## src/hdl/pidc_pkg.sv

```systemverilog
// ----------------------------------------------------------------------------
// PID controller package
// Shared constants, register indexes and sequencer types for the clamped
// PID controller.
// ----------------------------------------------------------------------------
package pidc_pkg;

   localparam int SAMPLE_WIDTH_DEF = 16;
   localparam int FRAC_BITS_DEF    = 16;

   localparam int SUM_W      = 48;
   localparam int GAIN_W     = 32;
   localparam int STEP_W     = 31;
   localparam int DRIVE_W    = 32;
   localparam int MUL_W      = 32;
   localparam int CSR_DATA_W = 32;
   localparam int CSR_ADDR_W = 5;
   localparam int CSR_IDX_W  = 3;

   localparam logic [CSR_IDX_W-1:0] CSR_PROP_GAIN  = 3'd0;
   localparam logic [CSR_IDX_W-1:0] CSR_INTEG_GAIN = 3'd1;
   localparam logic [CSR_IDX_W-1:0] CSR_DERIV_GAIN = 3'd2;
   localparam logic [CSR_IDX_W-1:0] CSR_TIME_STEP  = 3'd3;
   localparam logic [CSR_IDX_W-1:0] CSR_OUT_LOW    = 3'd4;
   localparam logic [CSR_IDX_W-1:0] CSR_OUT_HIGH   = 3'd5;

   typedef enum logic [3:0] {
      ST_IDLE,
      ST_INT_OPS,
      ST_INT_MUL,
      ST_INT_ADD,
      ST_OPS,
      ST_MUL,
      ST_ACC,
      ST_CLAMP,
      ST_DONE
   } pidc_state_type;

   typedef enum logic [1:0] {
      TERM_P,
      TERM_I,
      TERM_D
   } pidc_term_type;

endpackage

```

## src/hdl/pidc_if.sv

```systemverilog
// ----------------------------------------------------------------------------
// PID controller channels
// Valid/ready channels for sample transactions and drive transactions.
// ----------------------------------------------------------------------------
interface pidc_req_if import pidc_pkg::*; #(
   parameter int SAMPLE_WIDTH = SAMPLE_WIDTH_DEF
) ();
   logic                           valid;
   logic                           ready;
   logic signed [SAMPLE_WIDTH-1:0] target;
   logic signed [SAMPLE_WIDTH-1:0] measured;

   modport source (output valid, output target, output measured, input ready);
   modport sink (input valid, input target, input measured, output ready);
endinterface

interface pidc_rsp_if import pidc_pkg::*; ();
   logic                      valid;
   logic                      ready;
   logic signed [DRIVE_W-1:0] drive;

   modport source (output valid, output drive, input ready);
   modport sink (input valid, input drive, output ready);
endinterface

```

## src/hdl/pid_controller_clamped.sv

```systemverilog
// One sample is in flight at a time: a new sample is accepted only once the previous
// drive has been loaded. The restoring divider for the derivative sets the pace; the
// proportional and integral products run on the shared 32x32 multiplier while it iterates.
// Reset is synchronous: registers take their documented values, the integral
// and the previous error clear, and no transaction is pending.
// ----------------------------------------------------------------------------
// Clamped PID controller
// Positional PID with saturating integral, exact derivative division and a
// clamped Q16.16 drive output, built around one shared multiplier.
// ----------------------------------------------------------------------------
module pid_controller_clamped import pidc_pkg::*; #(
   parameter int SAMPLE_WIDTH = SAMPLE_WIDTH_DEF,
   parameter int FRAC_BITS    = FRAC_BITS_DEF
) (
   input  logic                  clock,
   input  logic                  reset,
   pidc_req_if.sink              req_chan,
   pidc_rsp_if.source            rsp_chan,
   input  logic                  csr_psel,
   input  logic                  csr_penable,
   input  logic                  csr_pwrite,
   input  logic [CSR_ADDR_W-1:0] csr_paddr,
   input  logic [CSR_DATA_W-1:0] csr_pwdata,
   output logic [CSR_DATA_W-1:0] csr_prdata,
   output logic                  csr_pready
);

   localparam int ERR_W  = SAMPLE_WIDTH + 1;
   localparam int DIFF_W = SAMPLE_WIDTH + 2;
   localparam int DMAG_W = SAMPLE_WIDTH + 1;
   localparam int NUM_W  = DMAG_W + 2 * FRAC_BITS;
   localparam int A_W    = (NUM_W > SUM_W) ? NUM_W : SUM_W;
   localparam int NCH    = (A_W + MUL_W - 1) / MUL_W;
   localparam int CH_W   = (NCH > 1) ? $clog2(NCH) : 1;
   localparam int PROD_W = 2 * MUL_W;
   localparam int ACC_W  = A_W + MUL_W + FRAC_BITS + 3;
   localparam int SH_W   = $clog2(ACC_W);
   localparam int TOT_W  = ACC_W - FRAC_BITS;
   localparam int INC_W  = SUM_W + 1;
   localparam int SUMX_W = SUM_W + 2;

   localparam logic [PROD_W-1:0]        INC_CAP   = PROD_W'(1) << SUM_W;
   localparam logic signed [SUMX_W-1:0] SUMX_MAX  = {3'b000, {(SUM_W-1){1'b1}}};
   localparam logic signed [SUMX_W-1:0] SUMX_MIN  = {3'b111, {(SUM_W-1){1'b0}}};
   localparam logic [STEP_W-1:0]        STEP_ONE  = STEP_W'(64'd1 << FRAC_BITS);

   pidc_state_type state_ff, state_in;

   logic signed [GAIN_W-1:0] prop_gain_ff, integ_gain_ff, deriv_gain_ff;
   logic signed [GAIN_W-1:0] out_low_ff, out_high_ff;
   logic [STEP_W-1:0]        time_step_ff;

   logic signed [ERR_W-1:0]  err_ff, last_err_ff;
   logic [SAMPLE_WIDTH-1:0]  err_mag_ff;
   logic signed [SUM_W-1:0]  error_sum_ff;
   logic                     diff_neg_ff;
   logic [MUL_W-1:0]         opa_ff, opb_ff;
   logic [PROD_W-1:0]        mul_ff;
   logic                     neg_ff;
   pidc_term_type            term_ff;
   logic [CH_W-1:0]          chunk_ff;
   logic [ACC_W-1:0]         acc_ff;
   logic                     over_ff, under_ff;
   logic [DRIVE_W-1:0]       tot_lo_ff;
   logic signed [DRIVE_W-1:0] drive_ff;
   logic                     rsp_valid_ff;

   logic in_ready, div_start, int_ops, mul_en, int_upd, ops_en, acc_en;
   logic clamp_en, out_load;

   logic                     csr_wr;
   logic [CSR_IDX_W-1:0]     csr_idx;
   logic [STEP_W-1:0]        dt;
   logic signed [ERR_W-1:0]  err_in;
   logic [ERR_W-1:0]         err_abs;
   logic signed [DIFF_W-1:0] diff;
   logic [DIFF_W-1:0]        diff_abs;
   logic [NUM_W-1:0]         div_num;
   logic [NUM_W-1:0]         quot;
   logic                     div_busy;
   logic [INC_W-1:0]         inc;
   logic signed [SUMX_W-1:0] inc_x, sum_x;
   logic [SUM_W-1:0]         sum_abs;
   logic signed [GAIN_W-1:0] gain_sel;
   logic [GAIN_W-1:0]        gain_abs;
   logic [A_W-1:0]           a_sel;
   logic                     a_neg;
   logic [NCH*MUL_W-1:0]     a_ext;
   logic [SH_W-1:0]          shamt;
   logic [ACC_W-1:0]         addend;
   logic signed [TOT_W-1:0]  total;
   logic                     last_chunk;
   logic                     out_free;

   // Configuration registers.
   assign csr_wr     = csr_psel & csr_penable & csr_pwrite;
   assign csr_idx    = csr_paddr[CSR_ADDR_W-1:CSR_ADDR_W-CSR_IDX_W];
   assign csr_pready = 1'b1;

   always_ff @(posedge clock) begin
      if (reset) begin
         prop_gain_ff  <= '0;
         integ_gain_ff <= '0;
         deriv_gain_ff <= '0;
         time_step_ff  <= STEP_ONE;
         out_low_ff    <= {1'b1, {(GAIN_W-1){1'b0}}};
         out_high_ff   <= {1'b0, {(GAIN_W-1){1'b1}}};
      end else if (csr_wr) begin
         case (csr_idx)
            CSR_PROP_GAIN:  prop_gain_ff  <= signed'(csr_pwdata[GAIN_W-1:0]);
            CSR_INTEG_GAIN: integ_gain_ff <= signed'(csr_pwdata[GAIN_W-1:0]);
            CSR_DERIV_GAIN: deriv_gain_ff <= signed'(csr_pwdata[GAIN_W-1:0]);
            CSR_TIME_STEP:  time_step_ff  <= csr_pwdata[STEP_W-1:0];
            CSR_OUT_LOW:    out_low_ff    <= signed'(csr_pwdata[GAIN_W-1:0]);
            CSR_OUT_HIGH:   out_high_ff   <= signed'(csr_pwdata[GAIN_W-1:0]);
            default: begin
            end
         endcase
      end
   end

   always_comb begin
      case (csr_idx)
         CSR_PROP_GAIN:  csr_prdata = CSR_DATA_W'(unsigned'(prop_gain_ff));
         CSR_INTEG_GAIN: csr_prdata = CSR_DATA_W'(unsigned'(integ_gain_ff));
         CSR_DERIV_GAIN: csr_prdata = CSR_DATA_W'(unsigned'(deriv_gain_ff));
         CSR_TIME_STEP:  csr_prdata = CSR_DATA_W'(time_step_ff);
         CSR_OUT_LOW:    csr_prdata = CSR_DATA_W'(unsigned'(out_low_ff));
         CSR_OUT_HIGH:   csr_prdata = CSR_DATA_W'(unsigned'(out_high_ff));
         default:        csr_prdata = '0;
      endcase
   end

   // Operand preparation.
   assign dt      = (time_step_ff == '0) ? STEP_W'(1) : time_step_ff;
   assign err_in  = ERR_W'(req_chan.target) - ERR_W'(req_chan.measured);
   assign err_abs = err_in[ERR_W-1] ? unsigned'(-err_in) : unsigned'(err_in);

   assign diff     = DIFF_W'(err_ff) - DIFF_W'(last_err_ff);
   assign diff_abs = diff[DIFF_W-1] ? unsigned'(-diff) : unsigned'(diff);
   assign div_num  = {diff_abs[DMAG_W-1:0], {(2*FRAC_BITS){1'b0}}};

   assign inc   = (mul_ff > INC_CAP) ? INC_CAP[INC_W-1:0] : mul_ff[INC_W-1:0];
   assign inc_x = signed'(SUMX_W'(inc));
   assign sum_x = err_ff[ERR_W-1] ? SUMX_W'(error_sum_ff) - inc_x
                                  : SUMX_W'(error_sum_ff) + inc_x;

   assign sum_abs = error_sum_ff[SUM_W-1] ? unsigned'(-error_sum_ff)
                                          : unsigned'(error_sum_ff);

   always_comb begin
      case (term_ff)
         TERM_P: begin
            gain_sel = prop_gain_ff;
            a_sel    = A_W'(err_mag_ff);
            a_neg    = err_ff[ERR_W-1];
         end
         TERM_I: begin
            gain_sel = integ_gain_ff;
            a_sel    = A_W'(sum_abs);
            a_neg    = error_sum_ff[SUM_W-1];
         end
         default: begin
            gain_sel = deriv_gain_ff;
            a_sel    = A_W'(quot);
            a_neg    = diff_neg_ff;
         end
      endcase
   end

   assign gain_abs = gain_sel[GAIN_W-1] ? unsigned'(-gain_sel) : unsigned'(gain_sel);
   assign a_ext    = (NCH*MUL_W)'(a_sel);

   assign shamt = (SH_W'(chunk_ff) << $clog2(MUL_W))
                + ((term_ff == TERM_P) ? SH_W'(FRAC_BITS) : SH_W'(0));
   assign addend = ACC_W'(mul_ff) << shamt;
   assign total  = signed'(acc_ff[ACC_W-1:FRAC_BITS]);

   assign last_chunk = (chunk_ff == CH_W'(NCH - 1));
   assign out_free   = ~rsp_valid_ff | rsp_chan.ready;

   // Sequencer.
   always_comb begin
      state_in = state_ff;
      case (state_ff)
         ST_IDLE:    if (req_chan.valid) state_in = ST_INT_OPS;
         ST_INT_OPS: state_in = ST_INT_MUL;
         ST_INT_MUL: state_in = ST_INT_ADD;
         ST_INT_ADD: state_in = ST_OPS;
         ST_OPS: begin
            if (!(term_ff == TERM_D && div_busy)) state_in = ST_MUL;
         end
         ST_MUL:     state_in = ST_ACC;
         ST_ACC: begin
            if (last_chunk && term_ff == TERM_D) state_in = ST_CLAMP;
            else state_in = ST_OPS;
         end
         ST_CLAMP:   state_in = ST_DONE;
         ST_DONE:    if (out_free) state_in = ST_IDLE;
         default:    state_in = ST_IDLE;
      endcase
   end

   always_comb begin
      in_ready  = 1'b0;
      div_start = 1'b0;
      int_ops   = 1'b0;
      mul_en    = 1'b0;
      int_upd   = 1'b0;
      ops_en    = 1'b0;
      acc_en    = 1'b0;
      clamp_en  = 1'b0;
      out_load  = 1'b0;
      case (state_ff)
         ST_IDLE:    in_ready = 1'b1;
         ST_INT_OPS: begin
            div_start = 1'b1;
            int_ops   = 1'b1;
         end
         ST_INT_MUL: mul_en = 1'b1;
         ST_INT_ADD: int_upd = 1'b1;
         ST_OPS:     ops_en = ~(term_ff == TERM_D && div_busy);
         ST_MUL:     mul_en = 1'b1;
         ST_ACC:     acc_en = 1'b1;
         ST_CLAMP:   clamp_en = 1'b1;
         ST_DONE:    out_load = out_free;
         default: begin
         end
      endcase
   end

   always_ff @(posedge clock) begin
      if (reset) begin
         state_ff <= ST_IDLE;
      end else begin
         state_ff <= state_in;
      end
   end

   // Controller state.
   always_ff @(posedge clock) begin
      if (reset) begin
         error_sum_ff <= '0;
         last_err_ff  <= '0;
      end else if (int_upd) begin
         last_err_ff <= err_ff;
         if (sum_x > SUMX_MAX) begin
            error_sum_ff <= SUMX_MAX[SUM_W-1:0];
         end else if (sum_x < SUMX_MIN) begin
            error_sum_ff <= SUMX_MIN[SUM_W-1:0];
         end else begin
            error_sum_ff <= sum_x[SUM_W-1:0];
         end
      end
   end

   // Datapath.
   always_ff @(posedge clock) begin
      if (in_ready && req_chan.valid) begin
         err_ff     <= err_in;
         err_mag_ff <= err_abs[SAMPLE_WIDTH-1:0];
      end
      if (int_ops) begin
         opa_ff      <= MUL_W'(err_mag_ff);
         opb_ff      <= MUL_W'(dt);
         diff_neg_ff <= diff[DIFF_W-1];
      end
      if (ops_en) begin
         opa_ff <= a_ext[chunk_ff*MUL_W +: MUL_W];
         opb_ff <= gain_abs;
         neg_ff <= a_neg ^ gain_sel[GAIN_W-1];
      end
      if (mul_en) begin
         mul_ff <= PROD_W'(opa_ff) * PROD_W'(opb_ff);
      end
      if (int_upd) begin
         term_ff  <= TERM_P;
         chunk_ff <= '0;
         acc_ff   <= '0;
      end
      if (acc_en) begin
         acc_ff <= neg_ff ? acc_ff - addend : acc_ff + addend;
         if (last_chunk) begin
            chunk_ff <= '0;
            case (term_ff)
               TERM_P:  term_ff <= TERM_I;
               default: term_ff <= TERM_D;
            endcase
         end else begin
            chunk_ff <= chunk_ff + CH_W'(1);
         end
      end
      if (clamp_en) begin
         over_ff   <= total > TOT_W'(out_high_ff);
         under_ff  <= total < TOT_W'(out_low_ff);
         tot_lo_ff <= total[DRIVE_W-1:0];
      end
      if (out_load) begin
         if (over_ff) begin
            drive_ff <= out_high_ff;
         end else if (under_ff) begin
            drive_ff <= out_low_ff;
         end else begin
            drive_ff <= signed'(tot_lo_ff);
         end
      end
   end

   always_ff @(posedge clock) begin
      if (reset) begin
         rsp_valid_ff <= 1'b0;
      end else if (out_load) begin
         rsp_valid_ff <= 1'b1;
      end else if (rsp_chan.ready) begin
         rsp_valid_ff <= 1'b0;
      end
   end

   pidc_div #(
      .NUM_W (NUM_W),
      .DEN_W (STEP_W)
   ) u_div (
      .clock (clock),
      .reset (reset),
      .start (div_start),
      .num   (div_num),
      .den   (dt),
      .busy  (div_busy),
      .quot  (quot)
   );

   assign req_chan.ready = in_ready;
   assign rsp_chan.valid = rsp_valid_ff;
   assign rsp_chan.drive = drive_ff;

endmodule

```

## src/hdl/pidc_div.sv

```systemverilog
// ----------------------------------------------------------------------------
// PID controller divider
// Restoring unsigned divider that retires one quotient bit per cycle.
// ----------------------------------------------------------------------------
module pidc_div import pidc_pkg::*; #(
   parameter int NUM_W = 49,
   parameter int DEN_W = STEP_W
) (
   input  logic             clock,
   input  logic             reset,
   input  logic             start,
   input  logic [NUM_W-1:0] num,
   input  logic [DEN_W-1:0] den,
   output logic             busy,
   output logic [NUM_W-1:0] quot
);

   localparam int CNT_W   = $clog2(NUM_W);
   localparam int TRIAL_W = DEN_W + 2;

   logic             busy_ff;
   logic [CNT_W-1:0] cnt_ff;
   logic [DEN_W-1:0] rem_ff;
   logic [DEN_W-1:0] rem_in;
   logic [NUM_W-1:0] quot_ff;
   logic [TRIAL_W-1:0] shifted;
   logic [TRIAL_W-1:0] trial;
   logic               qbit;

   assign shifted = {1'b0, rem_ff, quot_ff[NUM_W-1]};
   assign trial   = shifted - TRIAL_W'(den);
   assign qbit    = ~trial[TRIAL_W-1];
   assign rem_in  = qbit ? trial[DEN_W-1:0] : shifted[DEN_W-1:0];

   always_ff @(posedge clock) begin
      if (reset) begin
         busy_ff <= 1'b0;
         cnt_ff  <= '0;
      end else if (start) begin
         busy_ff <= 1'b1;
         cnt_ff  <= '0;
      end else if (busy_ff) begin
         cnt_ff <= cnt_ff + CNT_W'(1);
         if (cnt_ff == CNT_W'(NUM_W - 1)) begin
            busy_ff <= 1'b0;
         end
      end
   end

   always_ff @(posedge clock) begin
      if (start) begin
         rem_ff  <= '0;
         quot_ff <= num;
      end else if (busy_ff) begin
         rem_ff  <= rem_in;
         quot_ff <= {quot_ff[NUM_W-2:0], qbit};
      end
   end

   assign busy = busy_ff;
   assign quot = quot_ff;

endmodule

```

## src/flat_wrapper.sv

```systemverilog
// flat-port wrapper written by rule: the top's interface ports become plain ports
module pid_controller_clamped_flat import pidc_pkg::*;
#(
   parameter int SAMPLE_WIDTH = SAMPLE_WIDTH_DEF,
   parameter int FRAC_BITS    = FRAC_BITS_DEF
)
  (clock, reset, csr_psel, csr_penable, csr_pwrite, csr_paddr, csr_pwdata, csr_prdata, csr_pready, req_chan_valid, req_chan_target, req_chan_measured, req_chan_ready, rsp_chan_valid, rsp_chan_drive, rsp_chan_ready);
  pidc_req_if #(.SAMPLE_WIDTH(SAMPLE_WIDTH)) req_chan_i ();
  pidc_rsp_if rsp_chan_i ();
  input  logic clock;
  input  logic reset;
  input  logic csr_psel;
  input  logic csr_penable;
  input  logic csr_pwrite;
  input  logic [CSR_ADDR_W-1:0] csr_paddr;
  input  logic [CSR_DATA_W-1:0] csr_pwdata;
  output logic [CSR_DATA_W-1:0] csr_prdata;
  output logic csr_pready;
  input wire logic [$bits(req_chan_i.valid)-1:0] req_chan_valid;
  input wire logic [$bits(req_chan_i.target)-1:0] req_chan_target;
  input wire logic [$bits(req_chan_i.measured)-1:0] req_chan_measured;
  output wire logic [$bits(req_chan_i.ready)-1:0] req_chan_ready;
  output wire logic [$bits(rsp_chan_i.valid)-1:0] rsp_chan_valid;
  output wire logic [$bits(rsp_chan_i.drive)-1:0] rsp_chan_drive;
  input wire logic [$bits(rsp_chan_i.ready)-1:0] rsp_chan_ready;
  assign req_chan_i.valid = req_chan_valid;
  assign req_chan_i.target = req_chan_target;
  assign req_chan_i.measured = req_chan_measured;
  assign req_chan_ready = req_chan_i.ready;
  assign rsp_chan_valid = rsp_chan_i.valid;
  assign rsp_chan_drive = rsp_chan_i.drive;
  assign rsp_chan_i.ready = rsp_chan_ready;
  pid_controller_clamped #(.SAMPLE_WIDTH(SAMPLE_WIDTH), .FRAC_BITS(FRAC_BITS)) u_core (.clock(clock), .reset(reset), .req_chan(req_chan_i), .rsp_chan(rsp_chan_i), .csr_psel(csr_psel), .csr_penable(csr_penable), .csr_pwrite(csr_pwrite), .csr_paddr(csr_paddr), .csr_pwdata(csr_pwdata), .csr_prdata(csr_prdata), .csr_pready(csr_pready));
endmodule
```

## config.mk

```make
export PLATFORM = sky130hd
export DESIGN_NAME = pid_controller_clamped_flat
export DESIGN_NICKNAME = d
export VERILOG_FILES = /design/src/hdl/pidc_pkg.sv /design/src/hdl/pidc_if.sv /design/src/hdl/pid_controller_clamped.sv /design/src/hdl/pidc_div.sv /design/src/flat_wrapper.sv
export SDC_FILE = /design/constraint.sdc
export NUM_CORES = 2
export LEC_CHECK = 0
export BUFFER_PORTS_ARGS = -buffer_cell sky130_fd_sc_hd__buf_2
export CORE_MARGIN = 2
export CORE_UTILIZATION = 55
export CTS_BUF_LIST = sky130_fd_sc_hd__clkbuf_8 sky130_fd_sc_hd__clkbuf_16
export CTS_CLUSTER_DIAMETER = 100
export DETAILED_ROUTE_END_ITERATION = 10
export PLACE_DENSITY = 0.71
export SLEW_MARGIN = 20
export SYNTH_ARGS = -nofsm -noshare
export SYNTH_HDL_FRONTEND = slang
export SYNTH_SLANG_ARGS = --single-unit
```

## constraint.sdc

```tcl
create_clock -name clock -period 10.1 [get_ports clock]
set_input_delay 0.505 -clock clock [delete_from_list [all_inputs] [get_ports clock]]
set_output_delay 0.505 -clock clock [all_outputs]
set_load 0.05 [all_outputs]
```

==> metrics.txt <==
status=complete, but fails checks; failing checks=capacitance limit; Sequential Area=17100 sq um; Vias per Instance=6.16; largest net degree at the start of global routing=193; share of flip-flops with an asynchronous set or reset=0%; Final Hold Fails=0; total global-route track usage=35.5%; Seq/Total Area, Yosys=20.4%; Post-synth EDFFs=346; cts repair resizes=0; worst hold path class=primary input to register; initial antenna violation count=14; clk_skew=0.0529 ns; Post-Layout Cell Count=11900; Final setup violation count=0; most numerous cell on the critical path=fa_1; Distinct cells, synth=92; first-pass GRT wire length=427000 um; via count=73100; DRT iter0 DRCs=8054; area of the core=150000 sq um; Max Cap Viol=1; yosys warns=0; total wire length=279000 um; part of the cycle the worst path needs=between 90 and 100%; worst setup margin=0.706 ns; CTS tree=built; Worst path top cell family by delay=adder cells; Tightest Pin Transition=1.46 ns; Yosys reg bits=679; routed len/inst=23.5 um; required time of the worst setup path=about 11 ns; io pins=143; Cells after Synth=roughly 10000; RSZ-0062 raised after global routing=no; top cell type by total area after synthesis=fa_1; post-layout min period=9.39 ns; post-synth top area share=21.6%; CTS sink cnt=about 680; H-tree Lvls=3; clk slew on worst S/H paths=0.07 ns; Final Max Tran Viols=0; Initial Utilization=~56%; Synth Flop Type=edfxtp_1; r2r startpoint=u_core.opa_ff[19]; Max Clk Rate=0.106 GHz; Synth-to-Final Area Change=6.30%; post-DP HPWL=214000 um; die area=155000 sq um; Post-Syn Area=83500 sq um; CP startpoint=u_core.opa_ff[19]; Post-Syn Nets=between 10000 and 15000; slowest stage cell, crit path=edfxtp_1; multi-input combinational cell area=59700 sq um; PortBufs=139; cts bufs inserted=79; critical path class=register to register; Die Wd=~390 um; Row Count=142; die height=394 um; worst slack, placed=0.890 ns; Avg Inst Size Synth=between 8 and 9 sq um; Slew headroom=approximately 2%; DP Cell Count=11700; remaining routing DRC violations=0; Final TNS setup=0 ns; filler instances=13400; layout cells sized above 1=5.79%; top post-synthesis cells by area=fa_1, edfxtp_1, ha_1, dfxtp_1, nand2_1; Crit path largest cell delay=1.00 ns; CP Launch Type=register; DRT Pass-1 Iters=9; CTS root buf=clkbuf_16; hold path start=csr_pwdata[15]; DRT antenna net count=0; clock tree buffer depth=3; vias in the first global route=slightly above 70000; total grt overflow=0; Setup crit end kind=register; CP max FO=17; crit path DAT=9.89 ns; placer congestion estimate=1.03; clock latency on the worst-skew pair=around 0.72 ns; Bufs and invs on worst path=4; Final #Nets=11400
-- timing repair --
action | CTS | global route
buffers inserted | 0 | 1
setup endpoints to repair | 0 | 1
hold buffers | 0 | 0
endpoints found under the hold margin | 0 | 0
-- sequential cells by signal, indices dropped and copies added (netlist names), 4 cells and up --
signal,cells
u_core.err_ff,16
u_core.prop_gain_ff,32
u_core.deriv_gain_ff,32
u_core.u_div.quot,49
u_core.opa_ff,32
u_core.time_step_ff,31
u_core.out_low_ff,32
u_core.tot_lo_ff,32
u_core.error_sum_ff,48
u_core.acc_ff,100
u_core.state_ff,4
u_core.integ_gain_ff,32
u_core.last_err_ff,17
u_core.u_div.cnt_ff,6
u_core.opb_ff,32
u_core.out_high_ff,32
u_core.mul_ff,64
u_core.rsp_chan.drive,32
u_core.u_div.rem_ff,31
u_core.err_mag_ff,16
-- cell families (layout without fill, tap and decap cells) --
| logic type | Yosys count | after routing | synth area share, % |
|---|---|---|---|
| AND/OR/NAND/NOR | 3260 | 3260 | 17.9 |
| other | 1 | 6 | 0.00449 |
| buffers and inverters | 1822 | 1713 | 8.25 |
| multiplexers | 208 | 208 | 2.54 |
| adder cells (fa/ha/maj) | 1551 | 1551 | 31.4 |
| flip-flops | 679 | 679 | 20.4 |
| AO/OA/AOI/OAI | 1977 | 1977 | 14.8 |
| XOR/XNOR | 452 | 452 | 4.74 |
-- through the flow --
| stage | hold WS [ns] | instance area, sq um | utilization, % |
|---|---|---|---|
| 6_report | 0.0767 | 88700 | 59.0 |
| 5_1_grt | 0.0849 | 88700 | 59.0 |
| 4_1_cts | 0.0507 | 88700 | 59.0 |
| 3_5_place_dp | 0.449 | 86000 | 57.2 |
| 3_3_place_gp | 0.442 | 86000 | 57.2 |
| 2_1_floorplan | 0.436 | 83500 | - |
-- routing by layer --
layer,vias up,GRT usage [%],share of wire (%)
met5,-,0,0.033
met4,12,18.0,5.7
met3,860,8.04,11
met2,3931,54.8,44
met1,35600,46.8,39
li1,32700,-,-
-- worst paths after layout --
kind / slack, ns / to / depth (start not counted)
max: 0.71 / u_core.mul_ff[63] / 25
min: 0.08 / u_core.out_high_ff[15] / 2
max reg2reg: 0.71 / u_core.mul_ff[63] / 25
min reg2reg: 0.46 / u_core.last_err_ff[2] / 2
-- cell type report --
| type | instances | area share, % |
|---|---|---|
| antenna | 5 | 0.0141 |
| multi-input combinational | 7449 | 67.2 |
| clock buffer | 89 | 2.41 |
| tap | 2016 | 2.84 |
| sequential | 679 | 19.2 |
| timing repair buffer | 316 | 2.39 |
| inverter | 1249 | 5.28 |
| clock inverter | 59 | 0.601 |
-- cells in the mapped netlist, types with 112 or more instances --
cell type,count
xnor2_1,259
xor2_1,193
edfxtp_1,346
o21ai_0,402
dfxtp_1,333
nor2_1,599
fa_1,901
nand2_1,1559
and2_1,329
a21oi_1,701
inv_1,1246
mux2i_1,178
ha_1,650
nor3_1,112
clkbuf_1,511
a22oi_1,116
a21o_1,190
nand3_1,156
-- placed cells by master (no fill, tap or decap), types with 19 or more instances in the layout --
cell,n
a211oi_1,78
o21ai_0,397
a21boi_0,19
o21a_1,39
dfxtp_1,330
buf_2,138
xnor2_1,259
o31ai_1,42
a22oi_1,116
nand4_1,95
nand2b_1,60
mux2_2,30
inv_1,1260
a21oi_1,701
xor2_1,193
fa_1,901
edfxtp_1,346
a211o_1,38
nor3_1,111
o21bai_1,58
nor2_1,595
mux2i_1,178
a31oi_1,63
nor4_1,52
a221oi_1,26
a21o_1,190
nand3_1,155
or3_1,39
or4_1,33
or2_2,20
clkbuf_16,81
nor2b_1,70
ha_1,650
and3_1,48
buf_4,168
nand2_1,1552
and2_1,325
o211ai_1,49
Power is not shown: default switching activity piles up to over one toggle a cycle in this logic, so the estimate is an artifact.
